**src/cdstr_fifo.sv**
```systemverilog
module cdstr_fifo #(
  parameter int WIDTH = 21
) (
  input  logic             clk,
  input  logic             rst_n,
  input  logic             push,
  input  logic [WIDTH-1:0] wdata,
  input  logic             pop,
  output logic [WIDTH-1:0] rdata,
  output logic             full,
  output logic             empty
);

  logic [WIDTH-1:0] mem_r [2];
  logic             wr_ptr_r, wr_ptr_nxt;
  logic             rd_ptr_r, rd_ptr_nxt;
  logic [1:0]       cnt_r, cnt_nxt;

  assign full  = (cnt_r == 2'd2);
  assign empty = (cnt_r == 2'd0);
  assign rdata = mem_r[rd_ptr_r];

  // Pointer and fill count update.
  always_comb begin
    wr_ptr_nxt = push ? ~wr_ptr_r : wr_ptr_r;
    rd_ptr_nxt = pop ? ~rd_ptr_r : rd_ptr_r;
    cnt_nxt    = cnt_r + {1'b0, push} - {1'b0, pop};
  end

  always_ff @(posedge clk) begin
    if (!rst_n) begin
      wr_ptr_r <= 1'b0;
      rd_ptr_r <= 1'b0;
      cnt_r    <= 2'd0;
    end else begin
      wr_ptr_r <= wr_ptr_nxt;
      rd_ptr_r <= rd_ptr_nxt;
      cnt_r    <= cnt_nxt;
    end
  end

  // Entry storage.
  always_ff @(posedge clk) begin
    if (push) begin
      mem_r[wr_ptr_r] <= wdata;
    end
  end

endmodule

```
**config.mk**
```make
export PLATFORM = sky130hd
export DESIGN_NAME = cdstr_fifo
export DESIGN_NICKNAME = d
export VERILOG_FILES = /design/src/cdstr_fifo.sv
export SDC_FILE = /design/constraint.sdc
export NUM_CORES = 1
export LEC_CHECK = 0
export ABC_AREA = 1
export BUFFER_PORTS_ARGS = -buffer_cell sky130_fd_sc_hd__buf_2
export CAP_MARGIN = 20
export CORE_MARGIN = 5
export CORE_UTILIZATION = 49
export DETAILED_ROUTE_END_ITERATION = 8
export PLACE_DENSITY = 0.83
export SYNTH_ARGS = -nofsm -noshare
export SYNTH_HDL_FRONTEND = slang
export SYNTH_SLANG_ARGS = --single-unit
```
**constraint.sdc**
```tcl
create_clock -name clk -period 4.5 [get_ports clk]
set_input_delay 0.225 -clock clk [delete_from_list [all_inputs] [get_ports clk]]
set_output_delay 0.225 -clock clk [all_outputs]
set_load 0.005 [all_outputs]
```
# == Yosys cells after proc, flatten, opt, wreduce, memory -nomap -nowiden ==
# Memories as Yosys holds them, arrays and structs flattened. A register that Yosys moved wholly into a read port is not among the register bits.
# Index checks and enable logic that the tools add are counted.
# op_classes
addsub,2
n_eq_ne,1
muxes,4
n_bitwise,2
reduce_logical,1
# op_table
operator,count
1-bit two-way mux,4
2-bit by 1-bit adder with 2-bit output,1
"2-bit == test, second input constant",1
2-bit zero test,1
1-bit NOT,2
2-bit by 1-bit subtractor with 2-bit output,1
# totals
reg_bits,4
mem_bits_rw,42
inputBits,25
out_inout_bits,23
mem_count,1
# memory_table
name,depth,word_bits,rd,rd_ports_with_merged_regs,wr,line,rtl
mem_r,2,21,1,1,1,14,logic [WIDTH-1:0] mem_r [2];

# == Longest topological paths before layout ==
# Gate-level depths: netlist of the first run.
# logic_depth
word_depth,3
mapped_depth,9
mapped_depth_nobuf,9

# == Least setup slack after synthesis of the first run ==
# No wires, ideal clock.
# synth_path
path_kind,register to register
from,reg wr_ptr_r
to,mem mem_r[0][0] (enable)
setup_time_ps,399
arrival_ps,1224
required_ps,4101
path_slack_ps,2877
stages_incl_launch_ff,2
period_less_slack_ps,1623
cell_sequence,dfxtp_1 -> nor2_1
# synth_rtl
element,line,rtl
from (decl),15,"logic wr_ptr_r, wr_ptr_nxt;"
from (signal assigned),36,wr_ptr_r <= wr_ptr_nxt;
to (decl),14,
# Straight into the memory's write port.

==> results of run 1 <==
-- routing by layer --
layer / up-vias / part of all wire
met3: 7 / 0.038
li1: 461 / -
met2: 23 / 0.56
met4: 0 / 0.031
met5: - / 0
met1: 451 / 0.37
-- registers in the layout (all words and copies together) (netlist names), named ones only --
signal,count
mem_r,42
rd_ptr_r,1
cnt_r,2
wr_ptr_r,1
-- worst paths after layout --
check	startpoint	to	cells past startpoint
max	flip-flop	rdata[20]	3
min	wdata[6]	mem_r[1][6]	1
max reg2reg	wr_ptr_r	mem_r[0][15]	1
min reg2reg	rd_ptr_r	rd_ptr_r	2
-- area by class of cell --
| class | instances | share of cell area |
|---|---|---|
| clock buffer | 7 | 0.03934 |
| clock inverter | 1 | 0.002281 |
| inverter | 7 | 0.01197 |
| multi-input combinational | 42 | 0.1881 |
| sequential | 47 | 0.6203 |
| tap | 48 | 0.02737 |
| timing repair buffer | 48 | 0.1106 |
-- placed cells by master, fill, tap and decap left out --
master    instances
nand2_1           8
dfxtp_1           5
ha_1              2
clkbuf_8          6
mux2_2            1
a21oi_1           1
clkinv_2          1
mux2_4           20
buf_2            47
inv_1             7
clkbuf_1          1
buf_4             1
nor2_1            8
nor2_2            1
nand3_1           1
edfxtp_1         42
-- synth_stat cells, drive strengths merged --
| master | number |
|---|---|
| inv | 7 |
| edfxtp | 42 |
| nand3 | 1 |
| buf | 2 |
| ha | 2 |
| dfxtp | 5 |
| nor2 | 9 |
| mux2 | 21 |
| nand2 | 8 |
| a21oi | 1 |
-- kinds of logic (layout without fill, tap and decap cells) --
| logic type | Yosys count | after routing | share of synthesized area |
|---|---|---|---|
| flip-flops | 47 | 47 | 0.7478 |
| multiplexers | 21 | 21 | 0.1711 |
| AND/OR/NAND/NOR | 18 | 18 | 0.03780 |
| buffers and inverters | 9 | 63 | 0.02681 |
| adder cells (fa/ha/maj) | 2 | 2 | 0.01374 |
| AO/OA/AOI/OAI | 1 | 1 | 0.002747 |
-- per-stage QoR --
step / utilization / setup slack (ns) / total power [mW] / hold WS, ns / instance area [µm²]
after CTS: 0.6040 / 2.462 / 0.8663 / 0.1100 / 2195
after global placement: 0.5789 / 2.822 / 0.6172 / 0.4139 / 2103
final: 0.6040 / 2.483 / 0.8588 / 0.1175 / 2195
after global routing: 0.6040 / 2.402 / 0.8967 / 0.1039 / 2195
after detailed placement: 0.5789 / 2.785 / 0.6246 / 0.4166 / 2103
after floorplan: - / 2.877 / 0.5810 / 0.3185 / 1821
-- power by group through the flow --
stage	combinational [mW]	sequential [mW]	clock, mW
detailed placement	0.0999	0.525	0
finish	0.0981	0.515	0.246
global placement	0.0951	0.522	0
CTS	0.100	0.515	0.251
floorplan	0.0621	0.519	0
global route	0.109	0.517	0.271
==> out/qor.yml, run 1 <==
grt_busiest_layer: "met2"
antenna_found_initial: 0
cp_max_fo: 13
num_rows: 22
startpoint_type: "flip-flop"
num-fill-cells: 298
cts_hold_buf: 0
p_int_uw: 680.9
dieWidth_um: 70.96
relSlewSlack: 0.3283
drt_wl_total_um: 2948
finClkSkew_ns: 0.008466
instances_no_fill: 200
power.switching_uw: 177.8
n_antenna_cell: 0
cts_resized: 0
drtPass1Iterations: 4
fin_crit_sh: 0.4481
critical_path_required_ns: 4.28
ff2ff_setup_slack_ns: 3.00
clkPwrFrac: 0.287
synth_cells: 98
htreeDepth: 2
hold_viol: 0
hpwl_um: 2208
place.gp.congestion: 0.6624
period_minus_slack_ns: 2.017
yosysTopAreaCellShare: 0.6928
die_h_um: 70.96
max_slew.worst_pin.slew_ns: 1.006
setup_violations: 0
syn_to_final_growth_pct: 20.55
clk_path_buf_depth: 2
cpPeakStageDelay_ns: 0.66
drt_first_iter_violations: 30
vias: 942
dieArea_mm2: 0.005035
slew_violations: 0
synth_cell_type_count: 11
slowest_stage: "dfxtp_1"
ys_seq_elements: 47
drc: 0
numClockSinks: 47
regArea_mm2: 0.001361
worst_hold_path_type: "input pin to flip-flop"
synth_area_mm2: 0.001820
yosysSeqAreaShare: 0.7478
multiInputGateArea_um2: 412.9
postRouteAntennaNets: 0
rsz0062_at_grt: "false"
cp-end-kind: "output port"
power_density_mw_per_mm2: 391.3
io_pins: 48
yosys.area.top_type: "edfxtp_1"
dp.cells: 192
clock_latency_ns: 0.29
leakage_nw: 0.9238
postCtsSetupBuffers: 0
nets: 178
yosysWarnings: 0
grt.overflow.total: 0
grtUsageTotal: 0.1224
root_buffer: "clkbuf_8"
synth_area_leaders: "edfxtp_1 69%, mux2_4 16%, dfxtp_1 5.5%, nor2_1 1.9%, nand2_1 1.6%"
wire_per_inst_um: 14.74
met3_usage: 0.02983
syn_area_per_cell_um2: 18.58
syn-num-nets: 125
maxCapViolations: 0
clk_pin_slew_ns: 0.08
grt_max_degree: 22
max_freq_mhz: 495.9
ir_drop_mv: 0.2470
switching_share: 0.2071
viasPerCell: 4.710
worstSetupPathType: "flip-flop to output port"
grt_pass1_wl_um: 4588
start_util: 0.5010
drive_gt1_frac: 0.5066
cpLargestDelayFamily: "flip-flops"
p_comb_frac: 0.114
outcome: "complete, no violations"
path_buf_inv: 2
arrival_ns: 1.79
grt_pass1_vias: 988
io_buffers: 47
core_region_area_mm2: 0.003633
grtUsageMet2: 0.2111
cts_tree: "done"
fin_setup_tns_ns: 0
grt_use_met1: 0.1326
seqPwrFrac: 0.599
cts-buffers-inserted: 5
path_cells: "buf_4, mux2_2, buf_2"
(Power assumes the default switching activity.)
==> run 2, diff against run 1 <==
- CORE_UTILIZATION: 49 -> 46
- PLACE_DENSITY: 0.83 -> 0.82
- clock period: 4.5 -> 1.67 ns (I/O delays scaled with it)
==> out/qor.yml, run 2 (same netlist as run 1, synthesis figures left out) <==
outcome: "complete, no violations"
hpwl_um: 2306
wire_per_inst_um: 14.00
dieWidth_um: 72.91
path_buf_inv: 2
drtPass1Iterations: 3
rsz0062_at_grt: "false"
top_register: "mem_r"
r2r-start: "cnt_r[0]"
period_minus_slack_ns: 1.448
htreeDepth: 2
hold_viol: 0
max_freq_mhz: 690.6
clkPwrFrac: 0.312
critical_path_required_ns: 1.59
path_cells: "buf_4, mux2_2, buf_2"
seqPwrFrac: 0.557
cp_max_fo: 13
io_buffers: 47
cp-end-kind: "output port"
hold_start: "rst_n"
postCtsSetupBuffers: 0
grtUsageTotal: 0.1326
cpLargestDelayFamily: "buffers and inverters"
switching_share: 0.2000
dpl_worst_slack_ns: 0.3301
cpPeakStageDelay_ns: 0.36
grt_pass1_wl_um: 5181
antenna_found_initial: 0
core_region_area_mm2: 0.003744
stdcell_area_mm2: 0.002459
nets: 204
cts-buffers-inserted: 5
grt_max_degree: 15
io_pins: 48
clk_pin_slew_ns: 0.08
relSlewSlack: 0.8405
largest_register_ffs: 42
syn_to_final_growth_pct: 35.05
fin_setup_tns_ns: 0
grt.overflow.total: 0
drt_first_iter_violations: 58
power_density_mw_per_mm2: 1007
cts_tree: "done"
drc: 0
clock_latency_ns: 0.29
slew_violations: 0
drive_gt1_frac: 0.4607
power.switching_uw: 495.0
start_util: 0.4863
finClkSkew_ns: 0.008615
final_cell_mix: "47 x buf_2, 42 x edfxtp_1, 21 x dlygate4sd3_1"
mostFrequentLayoutCell: "buf_2"
viasPerCell: 4.615
drt_wl_total_um: 3165
die_h_um: 72.91
vias: 1043
max_slew.worst_pin.slew_ns: 0.2393
postRouteAntennaNets: 0
top_regs: "mem_r: 42 flops, cnt_r: 2 flops"
worst_hold_path_type: "input pin to flip-flop"
num-fill-cells: 292
maxCapViolations: 0
numClockSinks: 47
root_buffer: "clkbuf_8"
p_comb_frac: 0.131
grt_pass1_vias: 1129
worstSetupPathType: "flip-flop to output port"
arrival_ns: 1.36
dpl_cell_area_mm2: 0.002141
fin_crit_sh: 0.8671
startpoint_type: "flip-flop"
fin_ws_ns: 0.2220
p_int_mw: 1.980
dieArea_mm2: 0.005316
ir_drop_mv: 0.6892
setup_violations: 0
place.gp.congestion: 0.6529
leakage_nw: 1.044
slowest_stage: "mux2_2"
num_rows: 22
clk_path_buf_depth: 2
n_antenna_cell: 0
==> run 2: final timing paths <==
| check | cells past startpoint | slack [ns] | end |
|---|---|---|---|
| setup / recovery | 3 | 0.22 | rdata[20] |
| hold / removal | 3 | 0.03 | cnt_r[0] |
| setup reg to reg | 9 | 0.34 | cnt_r[1] |
| hold reg to reg | 2 | 0.52 | rd_ptr_r |
==> run 2: per-stage QoR <==
step           utilization  hold slack (ns)  power [mW]  std cells
5_1_grt             0.6568          0.03092       2.595        226
2_1_floorplan            -           0.1770       1.566         98
3_5_place_dp        0.5719           0.2746       1.698        197
3_3_place_gp        0.5719           0.2704       1.675        197
4_1_cts             0.6568          0.01685       2.507        226
6_report            0.6568          0.02580       2.475        226
==> run 2: repair_timing <==
| action | CTS | global route |
|---|---|---|
| resized for setup | 0 | 0 |
| endpoints found under the hold margin | 42 | 0 |
| hold buffers | 21 | 0 |
==> run 2: worst register-to-register path, stage by stage, from the launching register on <==
cell and delay (ns):
dfxtp_1 0.37, inv_1 0.05, ha_1 0.26, inv_1 0.04, ha_1 0.19, inv_1 0.06
nand2_1 0.07, nand3_1 0.07, nand2_1 0.06, nor2_1 0.10
==> run 2: routing by layer <==
layer,vias to the layer above,share of wire,GRT usage
met2,27,0.56,0.2445
met5,-,0,0
met1,500,0.37,0.1403
met4,0,0.0092,0.04918
li1,513,-,-
met3,3,0.059,0.04132
==> run 2: power groups by stage <==
stage          Sequential [mW]  Clock [mW]  Combinational [mW]
6_report                  1.38       0.773               0.325
5_1_grt                   1.38       0.850               0.360
4_1_cts                   1.38       0.797               0.331
3_5_place_dp              1.41           0               0.293
3_3_place_gp              1.40           0               0.278
2_1_floorplan             1.40           0               0.167
==> run 2: cell type report <==
| cell class | count | area (µm²) | share of cell area |
|---|---|---|---|
| multi-input combinational | 42 | 412.9 | 0.1679 |
| sequential | 47 | 1361 | 0.5537 |
| timing repair buffer | 74 | 490.5 | 0.1995 |
| clock buffer | 5 | 68.82 | 0.02799 |
| clock inverter | 3 | 38.79 | 0.01578 |
| inverter | 7 | 26.28 | 0.01069 |
| tap | 48 | 60.06 | 0.02443 |
