**config.mk**
```make
export PLATFORM = sky130hd
export DESIGN_NAME = cdstr_front
export DESIGN_NICKNAME = d
export VERILOG_FILES = /design/src/cdstr_pkg.sv /design/src/cdstr_front.sv
export SDC_FILE = /design/constraint.sdc
export NUM_CORES = 1
export LEC_CHECK = 0
export ABC_AREA = 1
export BUFFER_PORTS_ARGS = -buffer_cell sky130_fd_sc_hd__buf_2
export CAP_MARGIN = 30
export CELL_PAD_IN_SITES_DETAIL_PLACEMENT = 1
export CELL_PAD_IN_SITES_GLOBAL_PLACEMENT = 1
export CORE_ASPECT_RATIO = 0.6
export CORE_MARGIN = 10
export CORE_UTILIZATION = 38
export CTS_BUF_LIST = sky130_fd_sc_hd__clkbuf_2 sky130_fd_sc_hd__clkbuf_4 sky130_fd_sc_hd__clkbuf_8
export DETAILED_ROUTE_END_ITERATION = 8
export PLACE_DENSITY_LB_ADDON = 0.1
export SLEW_MARGIN = 20
export SYNTH_ARGS = -nofsm -noshare
export SYNTH_HDL_FRONTEND = slang
export SYNTH_SLANG_ARGS = --single-unit
```
**constraint.sdc**
```tcl
create_clock -name clk -period 3.35 [get_ports clk]
set_clock_uncertainty 0.2 [all_clocks]
set_input_delay 0 -clock clk [delete_from_list [all_inputs] [get_ports clk]]
set_output_delay 0 -clock clk [all_outputs]
set_load 0.1 [all_outputs]
```
**src/cdstr_pkg.sv**
```systemverilog
package cdstr_pkg;

  // Fixed field widths of the pixel stream, the configuration registers and the internal sums and offsets.
  localparam int PIX_W      = 8;
  localparam int SIZE_W     = 11;
  localparam int FRAMES_W   = 8;
  localparam int SUM_W      = 26;
  localparam int TOT_W      = 37;
  localparam int OFS_W      = 8;
  localparam int CFG_IDX_W  = 2;
  localparam int CFG_DATA_W = 11;

  // Configuration register indexes.
  localparam logic [CFG_IDX_W-1:0] REG_FRAME_WIDTH  = 2'd0;
  localparam logic [CFG_IDX_W-1:0] REG_FRAME_HEIGHT = 2'd1;
  localparam logic [CFG_IDX_W-1:0] REG_CAL_FRAMES   = 2'd2;

  // Status that the back end reports to the front end.
  typedef struct packed {
    logic clear_done;
  } cdstr_status_t;

endpackage

```
**src/cdstr_front.sv**
```systemverilog
module cdstr_front #(
  parameter int MAX_WIDTH  = 1024,
  parameter int MAX_HEIGHT = 1024
) (
  input  logic                                  clk,
  input  logic                                  rst_n,
  input  logic                                  in_tvalid,
  output logic                                  in_tready,
  input  logic [cdstr_pkg::PIX_W-1:0]           pixel,
  input  logic [$clog2(MAX_WIDTH+1)-1:0]        width,
  input  logic [$clog2(MAX_HEIGHT+1)-1:0]       height,
  input  logic [cdstr_pkg::FRAMES_W-1:0]        frames,
  input  cdstr_pkg::cdstr_status_t              status,
  input  logic                                  fifo_full,
  output logic                                  push,
  output logic [$clog2(MAX_WIDTH)+cdstr_pkg::PIX_W+2:0] entry
);

  import cdstr_pkg::*;

  localparam int COL_W = $clog2(MAX_WIDTH);
  localparam int ROW_W = $clog2(MAX_HEIGHT);
  localparam int WW    = $clog2(MAX_WIDTH + 1);
  localparam int HW    = $clog2(MAX_HEIGHT + 1);

  logic [COL_W-1:0]    col_r, col_nxt;
  logic [ROW_W-1:0]    row_r, row_nxt;
  logic [FRAMES_W-1:0] seen_r, seen_nxt;
  logic                ready_r, ready_nxt;
  logic                last_col, last_row, fend, fix;
  logic [FRAMES_W-1:0] seen_inc;

  assign in_tready = !fifo_full && status.clear_done;
  assign push      = in_tvalid && in_tready;

  // Classify the pixel: position flags and whether it closes calibration.
  always_comb begin
    last_col = ((WW+1)'(col_r) + (WW+1)'(1)) >= (WW+1)'(width);
    last_row = ((HW+1)'(row_r) + (HW+1)'(1)) >= (HW+1)'(height);
    fend     = last_col && last_row;
    seen_inc = seen_r + FRAMES_W'(1);
    fix      = !ready_r && fend && (seen_inc >= frames);
    entry    = {fix, fend, ready_r, col_r, pixel};
  end

  // Raster position and calibration progress.
  always_comb begin
    col_nxt   = col_r;
    row_nxt   = row_r;
    seen_nxt  = seen_r;
    ready_nxt = ready_r;
    if (push) begin
      if (last_col) begin
        col_nxt = '0;
        row_nxt = last_row ? '0 : row_r + ROW_W'(1);
      end else begin
        col_nxt = col_r + COL_W'(1);
      end
      if (!ready_r && fend) begin
        seen_nxt = seen_inc;
      end
      if (fix) begin
        ready_nxt = 1'b1;
      end
    end
  end

  always_ff @(posedge clk) begin
    if (!rst_n) begin
      col_r   <= '0;
      row_r   <= '0;
      seen_r  <= '0;
      ready_r <= 1'b0;
    end else begin
      col_r   <= col_nxt;
      row_r   <= row_nxt;
      seen_r  <= seen_nxt;
      ready_r <= ready_nxt;
    end
  end

endmodule

```
* Yosys cells after proc, flatten, opt, wreduce, memory -nomap -nowiden
Index checks and enable logic that the tools add are counted.
Storage, ports and cells: register bits after elaboration 29, latch bits 0, bits in writable memories 0, ROM bits 0, input port bits 43, word-level logic and storage cells 24, memories kept 0
Cells by class: $add $sub $neg 5, multiply operators 0, divide/modulo/power cells 0, $lt $le $gt $ge 3, equality and inequality tests 0, shifts and indexed selects 0, multiplexer cells 2, bitwise gates (word level) 0, reductions and logical operators 10
Operators with widths (number):
- $add A10 B1 Y11 const B | 2
- $ge A11 B11 Y1 | 2
- $add A10 B1 Y10 const B | 2
- $mux W10 | 2
- $add A8 B1 Y8 const B | 1
- $ge A8 B8 Y1 | 1
- $reduce_and A2 Y1 | 3
- $logic_and A1 B1 Y1 | 5
- $logic_not A1 Y1 | 2

* Depth between registers and ports, before layout
Gate-level depths: netlist of the first run.
word-level depth 6, depth in mapped cells 19, depth with buffers taken out 19

* Worst setup path before layout of the first run
No wires, ideal clock.
path type register to output, start point reg col_r[0], end point out entry[20] in the netlist's numbering, arrival 3.314 ns, required time 3.150 ns, slack -0.164 ns, cell stages (with the launch flop) 16, cells stage by stage dfxtp_1 -> ha_1 -> nand3_1 -> nor2_1 -> nand4_1 -> xnor2_1 -> ha_1 -> nand2_1 -> nor2_2 -> nand2_1 -> nor2_1 -> nor2_1 -> nand2_2 -> nand3_1 -> a31oi_1 -> buf_4
Between the ends: word-level cells in the longest chain between the ends 5
Ends and longest elaborated chain:
- start: declaration | RTL line cdstr_front.sv:26 | logic [COL_W-1:0] col_r, col_nxt;
- start signal: assignment | RTL line cdstr_front.sv:75 | col_r <= col_nxt;
- $add A10 B1 Y11 | RTL line cdstr_front.sv:38 | last_col = ((WW+1)'(col_r) + (WW+1)'(1)) >= (WW+1)'(width);
- $ge A11 B11 Y1 | RTL line cdstr_front.sv:38
- $logic_and A1 B1 Y1 | RTL line cdstr_front.sv:40 | fend = last_col && last_row;
- $logic_and A1 B1 Y1 (2 in series) | RTL line cdstr_front.sv:42 | fix = !ready_r && fend && (seen_inc >= frames);
- end: declaration | RTL line cdstr_front.sv:16 | output logic [$clog2(MAX_WIDTH)+cdstr_pkg::PIX_W+2:0] entry
Every way passes these cells.

* Worst setup path in the final report of the first run
Ends and elaborated chain as after synthesis.

==> metrics.yaml, run 1 <==
global_route:
  antenna_found_initial: 0
  first_global_vias: 2713
  grt_start_max_net_pins: 17
  grt_first_pass_wirelength_um: 12800
  grt_usage_pct: 14.2
  gr-total-overflow: 0
worst_setup_path:
  cp_cell_sequence: "ha_2, nand3_2, nor2_2, nand4_1, xnor2_1, ha_1, nand2_1, nor2_2, nand2_1, nor2_1, nor2_1, nand2_2, nand3_4, a31oi_4, buf_12"
  critPathCaptureType: "primary output"
  cp.required_ns: 3.15
  crit_path_start_kind: "flip-flop"
  path_class: "reg2out"
  worstSetupStartpoint: "col_r[0]"
  critPathMaxStageDelay_ns: 0.37
  r2r_setup_slack_ns: 0.30
  crit-reg2reg-launch: "col_r[0]"
  cp_slowest_cell: "dfxtp_2"
  crit_end: "entry[20]"
  crit_fanout: 5
  ff2ff_path_depth: 17
  timing.rr.end: "col_r[8]"
  cp.arrival_ns: 2.96
synth:
  syn_nets: 472
  syn_inst: 396
  post_synth_num_cell_types: 32
  ys_warn_count: 0
  syn_area_um2: 2590
  ys_seq_area_share_pct: 22.4
  ys_seq_elements: 29
  avgSynthCellArea_um2: 6.55
die:
  start_util_pct: 39.0
  core-area_um2: 6650
  die_h_um: 84.0
  ios: 66
  row_count: 23
  fp.dieW_um: 127
  die-area_um2: 10600
clock_network:
  clk_path_buf_depth: 2
  cts_tree: "built"
  clockRootBuffer: "clkbuf_8"
  numCtsBuffers: 5
  path_clk_slew_ns: 0.07
  clkSinkCount: 29
  clkLatencyLatePin_ns: 0.28
  htree_num_levels: 2
timing:
  setup-tns-final_ns: 0
  max_slew.worst_pin.slew_ns: 0.994
  slew-limit-headroom_pct: 33.5
  final-max-slew-violation-count: 0
  finalCritPeriodShare_pct: 94.3
  setup_ws_ns: 0.193
  max_freq_mhz: 317
  finalSetupViolations: 0
  rsz0062_at_grt: "yes"
  whs_ns: 0.0447
  hold_violations: 0
  period_needed_ns: 3.16
placement:
  gp_congestion: 0.773
  portBuffers: 49
  dp_hpwl_um: 5960
  place_inst: 518
  dp_slack_ns: 0.135
layout:
  final_cell_count_no_fill: 535
  layout_commonest_cell: "inv_1"
  final_cell_mix: "86 x inv_1, 82 x nand2_1, 47 x buf_2"
  layout-drive-gt1-share_pct: 19.9
  fillCellCount: 912
  areaGrowthSynthToFinish_pct: 20.6
  num-nets-final: 523
  n_antenna_cell: 0
route:
  final_antenna_net_count: 0
  wl_um: 7440
  drc: 0
  wl_per_cell_um: 13.9
  vias: 2568
  drtIter0Drc: 117
  drtPass1Iterations: 4
  viasPerCell: 4.80
hold_path:
  worstHoldPathType: "in2reg"
status:
  status: "completed"
power:
  power_density_nw_per_um2: 282
  leakagePower_nw: 1.79
  ir_worst_vdd_v: 0.000122
run:
  timing.max_cap.violations: 0
[per-stage QoR]
stage | instance area (µm²) | total power [mW] | utilization (%)
3_5_place_dp | 2870 | 0.538 | 43.1
5_1_grt | 3130 | 0.928 | 47.1
2_1_floorplan | 2600 | 0.533 | -
3_3_place_gp | 2870 | 0.535 | 43.1
4_1_cts | 3060 | 0.891 | 46.1
6_report | 3130 | 0.884 | 47.1
[cell usage after synthesis (all sizes together)]
master | n | area [µm²]
a211oi | 5 | 37.5
a21o | 2 | 15.0
a21oi | 16 | 80.1
a31oi | 1 | 6.26
and3 | 1 | 6.26
buf | 12 | 87.6
clkbuf | 2 | 11.3
clkinv | 1 | 3.75
dfxtp | 29 | 581
ha | 33 | 413
inv | 88 | 330
nand2 | 88 | 360
nand3 | 13 | 65.1
nand3b | 2 | 15.0
nand4 | 10 | 62.6
nor2 | 54 | 241
nor3 | 6 | 40.0
o21ai | 14 | 73.8
o21bai | 1 | 7.51
xnor2 | 1 | 8.76
xor2 | 17 | 149
[critical path, delay by kind of cell (launching register included)]
kind            cells  cell delay (ns)
xor+xnor            1             0.22
fa+ha+maj           2             0.55
buf+inv             1             0.19
simple gates       10             1.15
flops               1             0.37
compound gates      1             0.19
[state kept, by name (all words and copies together), names as in the netlist]
register and flops:
col_r 10, ready_r 1, row_r 10, seen_r 8
[area by class of cell]
| cell class | count | area [µm²] | share of cell area [%] |
|---|---|---|---|
| multi-input combinational | 264 | 1660 | 52.9 |
| sequential | 29 | 586 | 18.7 |
| timing repair buffer | 58 | 353 | 11.3 |
| inverter | 89 | 334 | 10.7 |
| tap | 87 | 109 | 3.48 |
| clock buffer | 8 | 91.3 | 2.92 |
[timing repair]
item / CTS / global route
endpoints found under the setup margin: 2 / 22
cloned: 0 / 0
gates resized for setup: 4 / 15
pin swaps: 0 / 3
buffers inserted: 0 / 0
hold buffers: 9 / 0
hold endpoints to repair: 21 / 0
[power breakdown]
| group | internal, mW | switching (mW) | total (mW) |
|---|---|---|---|
| Clock | 0.172 | 0.135 | 0.306 |
| Sequential | 0.351 | 0.00880 | 0.360 |
| Combinational | 0.0564 | 0.161 | 0.217 |
[worst min path at each step]
| stage | endpoint | startpoint | depth (start not counted) |
|---|---|---|---|
| 6_report | col_r[0] | in_tvalid | 4 |
| 5_1_grt | col_r[0] | in_tvalid | 4 |
| 4_1_cts | col_r[0] | in_tvalid | 4 |
| 3_5_place_dp | entry[6] | pixel[6] | 0 |
| 3_3_place_gp | entry[6] | pixel[6] | 0 |
| 2_1_floorplan | row_r[4] | rst_n | 2 |
[per-layer routing]
layer | GRT usage, % | vias up | part of all wire, %
li1 | - | 1319 | -
met4 | 3.19 | 0 | 0.71
met2 | 21.9 | 55 | 44
met5 | 0 | - | 0
met3 | 3.81 | 6 | 5.4
met1 | 19.1 | 1188 | 50
[cells by family after synthesis]
group	synth area share, %
compound gates	8.49
xor+xnor	6.08
fa+ha+maj	15.9
buf+inv	16.7
flops	22.4
simple gates	30.5
Note: power is estimated with default switching activity, not from simulation.
==> inputs of run 2 (changes only) <==
--- a/config.mk
+++ b/config.mk
@@ -5,15 +5,15 @@
 export SDC_FILE = /design/constraint.sdc
 export NUM_CORES = 1
 export LEC_CHECK = 0
-export ABC_AREA = 1
 export BUFFER_PORTS_ARGS = -buffer_cell sky130_fd_sc_hd__buf_2
 export CAP_MARGIN = 30
 export CELL_PAD_IN_SITES_DETAIL_PLACEMENT = 1
 export CELL_PAD_IN_SITES_GLOBAL_PLACEMENT = 1
 export CORE_ASPECT_RATIO = 0.6
 export CORE_MARGIN = 10
-export CORE_UTILIZATION = 38
+export CORE_UTILIZATION = 39
 export CTS_BUF_LIST = sky130_fd_sc_hd__clkbuf_2 sky130_fd_sc_hd__clkbuf_4 sky130_fd_sc_hd__clkbuf_8
+export CTS_CLUSTER_DIAMETER = 50
 export DETAILED_ROUTE_END_ITERATION = 8
 export PLACE_DENSITY_LB_ADDON = 0.1
 export SLEW_MARGIN = 20
==> constraint.sdc (replaced) <==
create_clock -name clk -period 3.35 [get_ports clk]
set_clock_uncertainty 0.2 [all_clocks]
set_input_delay 0.67 -clock clk [delete_from_list [all_inputs] [get_ports clk]]
set_output_delay 0.67 -clock clk [all_outputs]
set_load 0.1 [all_outputs]
==> metrics.yaml, run 2 <==
clock_network:
  clk_path_buf_depth: 2  # unchanged
  clockRootBuffer: "clkbuf_8"
  numCtsBuffers: 5  # unchanged
  htree_num_levels: 2  # unchanged
  cts_tree: "built"
  path_clk_slew_ns: 0.07  # about the same
  clkLatencyLatePin_ns: 0.29  # about the same
  clkSinkCount: 29  # unchanged
power:
  finalPower_mw: 0.816  # -7.7%
  leakagePower_nw: 1.74  # -2.8%
  ir_worst_vdd_v: 0.000130  # +6.0%
  power_density_nw_per_um2: 226  # -20%
synth:
  avgSynthCellArea_um2: 8.08  # +23%
  ys_warn_count: 0  # unchanged
  ys_seq_elements: 29  # unchanged
  synthArstFlopShare_pct: 0  # unchanged
  ys_seq_area_share_pct: 23.3  # +0.97 points
  syn_inst: 308  # -22%
  yosys-top-cells-area: "dfxtp_1 23%, ha_1 17%, xnor2_1 6.3%, inv_1 4.8%, nand2_1 4.4%"
  syn_area_um2: 2490  # -4.1%
  ys.flop_type: "dfxtp_1"
  syn_nets: 384  # -19%
  synth_edf_count: 0  # unchanged
  synthTopCellsByCount: "33 x ha_1, 32 x inv_1, 29 x dfxtp_1, 29 x nand2_1, 24 x nor2_1"
  yosys.area.top_type: "dfxtp_1"
  yosysMostFrequentCell: "ha_1"
  synth_top_area_share_pct: 23.3  # +0.97 points
  post_synth_num_cell_types: 50  # +56%
global_route:
  first_global_vias: 2648  # -2.4%
  grt_usage_pct: 16.2  # +2.0 points
  antenna_found_initial: 0  # unchanged
  grt_start_max_net_pins: 29  # +12
  gr-total-overflow: 0  # unchanged
  grt_first_pass_wirelength_um: 13100  # +2.2%
placement:
  gp_congestion: 0.849  # +9.7%
  place_inst: 467  # -9.8%
  place_area_um2: 3230  # +13%
  portBuffers: 49  # unchanged
  dp_hpwl_um: 6220  # +4.5%
die:
  row_count: 22  # -4.3%
  fp.dieW_um: 123  # -2.8%
  die_h_um: 81.9  # -2.6%
  die-area_um2: 10100  # -5.3%
  core-area_um2: 6140  # -7.7%
  ios: 66  # unchanged
  start_util_pct: 40.5  # +1.5 points
status:
  failed_checks: "negative setup slack"
  status: "complete, but fails checks"
worst_setup_path:
  critPathCaptureType: "primary output"
  path_buf_inv: 2  # +1
  cp_cell_sequence: "buf_4, nand2_1, nor2_4, and3_4, xor2_2, ha_2, o21ai_0, nand2b_1, a21oi_2, a21o_4, nor4_4, buf_6"
  cp.arrival_ns: 2.82  # -0.14 ns
  cp_slowest_cell: "dfxtp_4"
  crit_path_start_kind: "flip-flop"
  crit_family: "simple AND/OR/NAND/NOR gates"
  cp.required_ns: 2.48  # -0.67 ns
  critPathMaxStageDelay_ns: 0.35  # -0.02 ns
  path_class: "reg2out"
  crit_fanout: 3  # -2
timing:
  final-max-slew-violation-count: 0  # unchanged
  max_freq_mhz: 271  # -14%
  finalCritPeriodShare_pct: 110  # +16 points
  rsz0062_at_grt: "yes"
  finalSetupViolations: 3  # +3
  period_needed_ns: 3.69  # +0.532 ns
  slew-limit-headroom_pct: 63.8  # +30 points
  max_slew.worst_pin.slew_ns: 0.542  # -0.451 ns
  hold_violations: 0  # unchanged
  setup_ws_ns: -0.340  # -0.532 ns
layout:
  n_antenna_cell: 0  # unchanged
  fillCellCount: 746  # -18%
  post-route-util_pct: 58.7  # +12 points
  areaGrowthSynthToFinish_pct: 45.0
  multi_input_area_um2: 1940  # +17%
  layout-drive-gt1-share_pct: 43.3  # +23 points
  fin_area_um2: 3610  # +15%
  seqCellArea_um2: 628  # +7.3%
  final_cell_mix: "56 x buf_4, 47 x buf_2, 32 x inv_1"
  largest_registers: "col_r x10, row_r x10, seen_r x8"
  num-nets-final: 481  # -8.0%
  final_cell_count_no_fill: 490  # -8.4%
  layout_commonest_cell: "buf_4"
run:
  timing.max_cap.violations: 0  # unchanged
route:
  viasPerCell: 5.22  # +8.7%
  wl_per_cell_um: 17.4  # +25%
  drtIter0Drc: 148  # +26%
  drc: 0  # unchanged
  drtPass1Iterations: 4  # unchanged
  wl_um: 8540  # +15%
  final_antenna_net_count: 0  # unchanged
  vias: 2557  # -0.43%
hold_path:
  worstHoldPathType: "reg2reg"
## run 2: cell types whose count changed after synthesis, moves of 4 or more
| cell | previous run | this run |
|---|---|---|
| nand2_1 | 82 | 29 |
| nand4_1 | 10 | 5 |
| inv_1 | 86 | 32 |
| nand2b_1 | 0 | 8 |
| mux2i_1 | 0 | 4 |
| xnor2_1 | 1 | 18 |
| xor2_1 | 17 | 12 |
| and3_1 | 1 | 8 |
| nor2_1 | 48 | 24 |
| a211oi_1 | 5 | 0 |
## run 2: final timing paths
path | start | to | slack [ns] | cells past startpoint
worst max-delay path | row_r[4] | entry[20] | -0.34 | 12
worst min-delay path | seen_r[1] | seen_r[1] | 0.29 | 2
worst min register to register | seen_r[1] | seen_r[1] | 0.29 | 2
worst max register to register | row_r[1] | row_r[4] | -0.02 | 13
## run 2: cell type report
type | instances | area share (%)
clock buffers | 6 | 2.12
clock inverters | 2 | 0.937
inverters | 33 | 3.44
multi-input cells | 230 | 53.8
flip-flops and latches | 29 | 17.4
well taps | 84 | 2.91
repair buffers | 106 | 19.4
## run 2: what timing repair did
| action | 4_1_cts | 5_1_grt |
|---|---|---|
| setup endpoints to repair | 2 | 9 |
| buffers inserted | 9 | 6 |
| pin swaps | 18 | 22 |
| hold buffers | 0 | 0 |
| resized for setup | 16 | 20 |
## run 2: worst min-delay path, cell delays in order, from the launching register on
cell	delay (ns)
dfxtp_1	0.33
nand2_1	0.06
mux2i_1	0.06
## run 2: logic make-up (layout without fill, tap and decap cells)
logic type / Yosys count / in the layout / synth area share (%)
flip-flops: 29 / 29 / 23.3
multiplexers: 4 / 4 / 1.61
buffers and inverters: 49 / 147 / 9.41
AO/OA/AOI/OAI: 56 / 56 / 16.5
adder cells (fa/ha/maj): 33 / 33 / 16.6
XOR/XNOR: 30 / 30 / 10.6
AND/OR/NAND/NOR: 107 / 107 / 22.0
## run 2: where the power goes
group	internal, mW	switching (mW)	leakage, nW
Sequential	0.337	0.00164	0.245
Clock	0.228	0.148	0.0563
Combinational	0.0389	0.0624	1.44
Total	0.604	0.212	1.74
## run 2: metrics by stage
step / worst slack (ns) / TNS (ns) / hold WS [ns]
floorplan: -0.105 / -0.123 / 0.255
global placement: -0.0500 / -0.0500 / 0.274
detailed placement: -0.190 / -0.231 / 0.290
CTS: -0.251 / -0.472 / 0.300
global route: -0.477 / -1.15 / 0.326
finish: -0.340 / -0.695 / 0.294
## run 2: per-layer routing
metal / share of wire, % / track usage [%] / vias to the layer above
li1: - / - / 1253
met5: 0 / 0 / -
met3: 7.1 / 5.27 / 11
met1: 47 / 21.7 / 1224
met4: 1.4 / 3.59 / 0
met2: 44 / 24.8 / 69
